**src/rtl/salc_pkg.sv**
```systemverilog
// ----------------------------------------------------------------------------
// salc_pkg
// shared widths, codes and types of the set-associative cache model
// ----------------------------------------------------------------------------
package salc_pkg;

	// default sizes handed to the top level
	localparam int SET_COUNT_DEF   = 64;
	localparam int WAY_COUNT_DEF   = 8;
	localparam int TOTAL_WIDTH_DEF = 32;

	// fixed field widths
	localparam int ADDR_W       = 64;
	localparam int OP_W         = 2;
	localparam int SET_BITS_W   = 3;
	localparam int BLOCK_BITS_W = 6;
	localparam int WAYS_W       = 4;
	localparam int CFG_IDX_W    = 2;
	localparam int CFG_DATA_W   = 6;
	localparam int SHIFT_W      = 7;
	localparam int OUT_TOTAL_W  = 32;

	// stream payload widths, padded to whole bytes
	localparam int S_TDATA_W = 72;
	localparam int M_TDATA_W = 104;

	// reset values of the configuration registers
	localparam logic [SET_BITS_W-1:0]   SET_BITS_RST   = 3'd4;
	localparam logic [BLOCK_BITS_W-1:0] BLOCK_BITS_RST = 6'd4;
	localparam logic [WAYS_W-1:0]       WAYS_USED_RST  = 4'd1;

	// configuration register indexes
	typedef enum logic [CFG_IDX_W-1:0] {
		CFG_SET_BITS   = 2'd0,
		CFG_BLOCK_BITS = 2'd1,
		CFG_WAYS_USED  = 2'd2
	} cfg_idx_t;

	// access kinds, the unused code behaves as a load
	typedef enum logic [OP_W-1:0] {
		OP_LOAD   = 2'd0,
		OP_STORE  = 2'd1,
		OP_MODIFY = 2'd2
	} op_t;

	// outcome of one set lookup
	typedef struct packed {
		logic hit;
		logic evicted;
	} lookup_stat_t;

endpackage

```
**src/rtl/salc_lookup.sv**
```systemverilog
// ----------------------------------------------------------------------------
// salc_lookup
// tag compare, victim choice and lru update for one set row
// ----------------------------------------------------------------------------
module salc_lookup #(
	parameter int WAY_COUNT = salc_pkg::WAY_COUNT_DEF,
	parameter int REC_W     = (WAY_COUNT > 1) ? $clog2(WAY_COUNT) : 1
) (
	input  logic [salc_pkg::WAYS_W-1:0] ways_used,
	input  logic [salc_pkg::ADDR_W-1:0] tag,
	input  logic                        row_valid [WAY_COUNT],
	input  logic [salc_pkg::ADDR_W-1:0] row_tag   [WAY_COUNT],
	input  logic [REC_W-1:0]            row_rec   [WAY_COUNT],
	output logic                        new_valid [WAY_COUNT],
	output logic [salc_pkg::ADDR_W-1:0] new_tag   [WAY_COUNT],
	output logic [REC_W-1:0]            new_rec   [WAY_COUNT],
	output salc_pkg::lookup_stat_t      stat
);
	import salc_pkg::*;

	localparam logic [REC_W-1:0] AGE_TOP = REC_W'(WAY_COUNT - 1);

	logic [WAY_COUNT-1:0] in_use;
	logic [WAY_COUNT-1:0] match;
	logic [WAY_COUNT-1:0] hit_oh;
	logic [WAY_COUNT-1:0] inv_oh;
	logic [WAY_COUNT-1:0] lru_oh;
	logic [WAY_COUNT-1:0] sel;
	logic [WAY_COUNT-1:0] bump;
	logic                 hit;
	logic                 has_inv;
	logic                 t_valid;
	logic [REC_W-1:0]     t_rec;
	logic                 seen_match;
	logic                 seen_inv;

	// way 0 is always in use, the rest up to the configured count
	always_comb begin
		for (int w = 0; w < WAY_COUNT; w++) begin
			in_use[w] = (w == 0) || ({1'b0, ways_used} > (WAYS_W + 1)'(w));
			match[w]  = in_use[w] && row_valid[w] && (row_tag[w] == tag);
		end
	end

	// lowest matching way and lowest free way
	always_comb begin
		seen_match = 1'b0;
		seen_inv   = 1'b0;
		for (int w = 0; w < WAY_COUNT; w++) begin
			hit_oh[w]  = match[w] && !seen_match;
			inv_oh[w]  = in_use[w] && !row_valid[w] && !seen_inv;
			seen_match = seen_match || match[w];
			seen_inv   = seen_inv || (in_use[w] && !row_valid[w]);
		end
		hit     = seen_match;
		has_inv = seen_inv;
	end

	// oldest way, lowest index on ties, as a compare matrix
	always_comb begin
		for (int w = 0; w < WAY_COUNT; w++) begin
			lru_oh[w] = in_use[w];
			for (int v = 0; v < WAY_COUNT; v++) begin
				if (v < w && in_use[v] && !(row_rec[w] > row_rec[v])) begin
					lru_oh[w] = 1'b0;
				end
				if (v > w && in_use[v] && (row_rec[v] > row_rec[w])) begin
					lru_oh[w] = 1'b0;
				end
			end
		end
	end

	always_comb begin
		priority if (hit) begin
			sel = hit_oh;
		end else if (has_inv) begin
			sel = inv_oh;
		end else begin
			sel = lru_oh;
		end
	end

	// age limit comes from the chosen way if it held a line
	always_comb begin
		t_valid = 1'b0;
		t_rec   = '0;
		for (int w = 0; w < WAY_COUNT; w++) begin
			if (sel[w]) begin
				t_valid = row_valid[w];
				t_rec   = row_rec[w];
			end
		end
	end

	always_comb begin
		for (int w = 0; w < WAY_COUNT; w++) begin
			bump[w] = !sel[w] && in_use[w] && row_valid[w] &&
				(!t_valid || (row_rec[w] < t_rec)) && (row_rec[w] < AGE_TOP);
			new_valid[w] = row_valid[w] || sel[w];
			new_tag[w]   = (sel[w] && !hit) ? tag : row_tag[w];
			if (sel[w]) begin
				new_rec[w] = '0;
			end else if (bump[w]) begin
				new_rec[w] = row_rec[w] + REC_W'(1);
			end else begin
				new_rec[w] = row_rec[w];
			end
		end
		stat.hit     = hit;
		stat.evicted = !hit && !has_inv;
	end

endmodule
```
**config.mk**
```make
export PLATFORM = sky130hd
export DESIGN_NAME = salc_lookup
export DESIGN_NICKNAME = d
export VERILOG_FILES = /design/src/rtl/salc_pkg.sv /design/src/rtl/salc_lookup.sv
export SDC_FILE = /design/constraint.sdc
export NUM_CORES = 1
export LEC_CHECK = 0
export ABC_AREA = 1
export BUFFER_PORTS_ARGS = -buffer_cell sky130_fd_sc_hd__buf_2
export CAP_MARGIN = 0
export CORE_AREA = 2 2 448 450
export DETAILED_ROUTE_END_ITERATION = 10
export DIE_AREA = 0 0 450 452
export PLACE_DENSITY = 0.31
export SYNTH_ARGS = -nofsm -noshare
export SYNTH_HDL_FRONTEND = slang
export SYNTH_SLANG_ARGS = --single-unit
export TNS_END_PERCENT = 1
```
**constraint.sdc**
```tcl
create_clock -name vclk -period 3.8
set_input_delay 0.38 -clock vclk [all_inputs]
set_output_delay 0.38 -clock vclk [all_outputs]
set_load 0.05 [all_outputs]
```
==> impl_results.rst <==
.. list-table::
   :header-rows: 1

   * - Metric
     - Value
   * - Routed wire length
     - around 310000 microns
   * - Min Hold Slack
     - 1174 ps
   * - Area added between synthesis and finish
     - 164.1%
   * - Violations in the final reports
     - setup timing
   * - Maximum ir drop on the vdd rail
     - 0.08941 mV
   * - Remaining antenna violation count after routing
     - 0
   * - Crit path kind
     - in2out
   * - Inst Count DP
     - 9241
   * - Maximum number of pins on one net before global-route repair
     - 69
   * - GPL Wtd Cong
     - 1.011
   * - Area of the core
     - 198600 sq um
   * - Total negative slack for setup checks
     - -73550 ps
   * - DIE HEIGHT
     - 452 microns
   * - Area of all sequential standard cells
     - 0 sq um
   * - Layout filler cell count
     - 22480
   * - Via density per instance
     - ~4.2
   * - Number of antenna violations at the first check in global routing
     - about 120
   * - Die width
     - around 450 microns
   * - Final worst slack
     - -1062 ps
   * - Actual slew at the worst max-slew pin
     - 957.9 ps
   * - Ports
     - 1158
   * - Area used by multi-input combinational logic
     - 20900 sq um
   * - CP max-delay cell
     - sky130_fd_sc_hd__nor2_2
   * - MaxCap Viol Count
     - 0
   * - Buffers plus inverters on the worst setup path
     - 6
   * - Vias after detailed routing
     - around 40000
   * - Die ar.
     - ~200000 sq um
   * - Layout cells sized above 1
     - between 50% and 60%
   * - Final count of pins violating max slew
     - 0
   * - Setup WS pre-CTS
     - -1956 ps
   * - Via count of the first global-routing pass
     - 38440
   * - DRC violation total after the first TritonRoute iteration
     - 3077
   * - LEAKAGE
     - 0.02690 uW
   * - Status
     - complete, but fails checks
   * - Pwr Total
     - 10390 uW
   * - Most common cell type on the critical path
     - sky130_fd_sc_hd__nand2_2
   * - Setup crit end kind
     - primary output
   * - Sort of element at the start of the critical path
     - primary input
   * - Hold Path Class
     - in2out
   * - Number of different library cells in the post-synthesis netlist
     - between 50 and 60
   * - Clock buffer count
     - 0
   * - Count of standard-cell rows
     - 164
   * - Setup violation total in the final timing report
     - 260
   * - Total standard cell area after synthesis
     - 20310 sq um
   * - Critical Path AT
     - 4480 ps
   * - Nets
     - 7351
   * - Post-synthesis area per instance
     - 4.930 sq um
   * - Pre-antenna DRT Iters
     - 7
   * - Setup repair after global routing missed its margin
     - yes
   * - Slowest stage delay, CP
     - approximately 430 ps
   * - Port bufs
     - 1158
   * - Achievable Freq
     - 205.7 MHz
   * - Routed wirelength normalized by instance count
     - around 34 microns
   * - Number of instances in the synthesized netlist
     - 4120
   * - Residual DRC count
     - 0
   * - Power density cells
     - 193.7 nW/um^2
   * - Count of placed standard cells in the final layout, fillers left out
     - slightly above 9000
   * - Period utilization
     - 127.9%
   * - Max_slew headroom
     - 35.93%
   * - Initial Util
     - around a tenth
   * - Required time at the worst-slack endpoint
     - 3420 ps
   * - Global route total overflow
     - 0
   * - Critical path fanouts, max
     - 5
   * - Number of warnings issued by yosys
     - 0
   * - Met3 usage in global routing
     - approximately 4.0%
   * - Global routing met2 resource utilization
     - 52.98%
   * - GRT Total Usage
     - 29.35%
   * - Final critical-path required period
     - 4862 ps
   * - HPWL after detailed placement
     - 287700 microns
   * - Syn Nets
     - 4832
   * - Met1 global-route usage
     - a little over a third
   * - Sequential area share after synthesis
     - 0%
   * - Post-CTS Hold Buffers
     - 0
   * - Hold Vio Cnt, Final
     - 0
   * - Global-route wire length before repair
     - 394100 microns
   * - Family of cells with the greatest summed delay on the critical path
     - simple AND/OR/NAND/NOR gates
   * - Peak-usage layer in the global routing report
     - met2
   * - Number of sequential storage elements
     - 0
==> power by group <==
group	switching [uW]	internal (uW)
clock	0	0.000778
sequential	0	0
combinational	6070	4320
==> kinds of logic after synthesis <==
family | count (synthesis) | synth area share [%]
simple gates | 2443 | 51.16
xor+xnor | 287 | 12.37
buf+inv | 618 | 12.77
fa+ha+maj | 100 | 6.160
compound gates | 672 | 17.54
==> cells in the final DEF, fill, tap and decap left out, types with 104 or more instances in the layout <==
cell type	count
sky130_fd_sc_hd__buf_12	627
sky130_fd_sc_hd__buf_2	555
sky130_fd_sc_hd__buf_4	1424
sky130_fd_sc_hd__buf_6	106
sky130_fd_sc_hd__inv_1	306
sky130_fd_sc_hd__nand2_1	1205
sky130_fd_sc_hd__nand2_2	160
sky130_fd_sc_hd__nand3_1	130
sky130_fd_sc_hd__nand4_1	104
sky130_fd_sc_hd__nor2_1	370
sky130_fd_sc_hd__o21ai_0	371
sky130_fd_sc_hd__o21ai_1	140
==> layout make-up <==
cell class	count	share of cell area [%]
multi-input combinational	3502	38.96
antenna	31	0.1446
timing repair buffer	2748	51.77
tap	2656	6.195
inverter	387	2.934
==> synthesized netlist by cell type, drive strengths merged, types with 22 or more instances <==
cell type / count / share of area, %
nand2: 1410 / 26
o21ai: 555 / 14
nor2: 490 / 9.2
inv: 387 / 7.2
nand3: 167 / 4.2
xnor2: 147 / 6.3
xor2: 140 / 6.0
clkbuf: 118 / 2.2
buf: 113 / 3.4
nand4: 107 / 3.4
ha: 100 / 6.2
nor3: 99 / 2.4
or2: 64 / 2.0
a21oi: 57 / 1.5
nor4: 54 / 1.7
nand3b: 22 / 0.81
==> metal layers <==
layer  part of all wire (%)  wire [microns]
met2                     50          156100
met3                    4.9           15310
met1                     40          126300
met4                    5.0           15710
met5                   0.12             362
==> worst paths after layout <==
| path | start | endpoint | slack [ps] | depth (start not counted) |
|---|---|---|---|---|
| worst max-delay path | row_tag[403] | new_rec[21] | -1060 | 34 |
| worst min-delay path | row_tag[210] | new_tag[210] | 1170 | 4 |
==> what timing repair did <==
action,CTS,global route
pin swaps,70,133
gates resized for setup,538,661
endpoints found under the setup margin,543,511
cloned,0,0
buffers inserted,18,51
==> through the flow <==
stage / util (%) / cell area [sq um]
after floorplan: - / 20620
after global placement: 24.66 / 48980
after detailed placement: 24.66 / 48980
after CTS: 25.68 / 51010
after global routing: 26.98 / 53580
final: 27.00 / 53640
No activity file was read; power rests on OpenSTA's default activity.
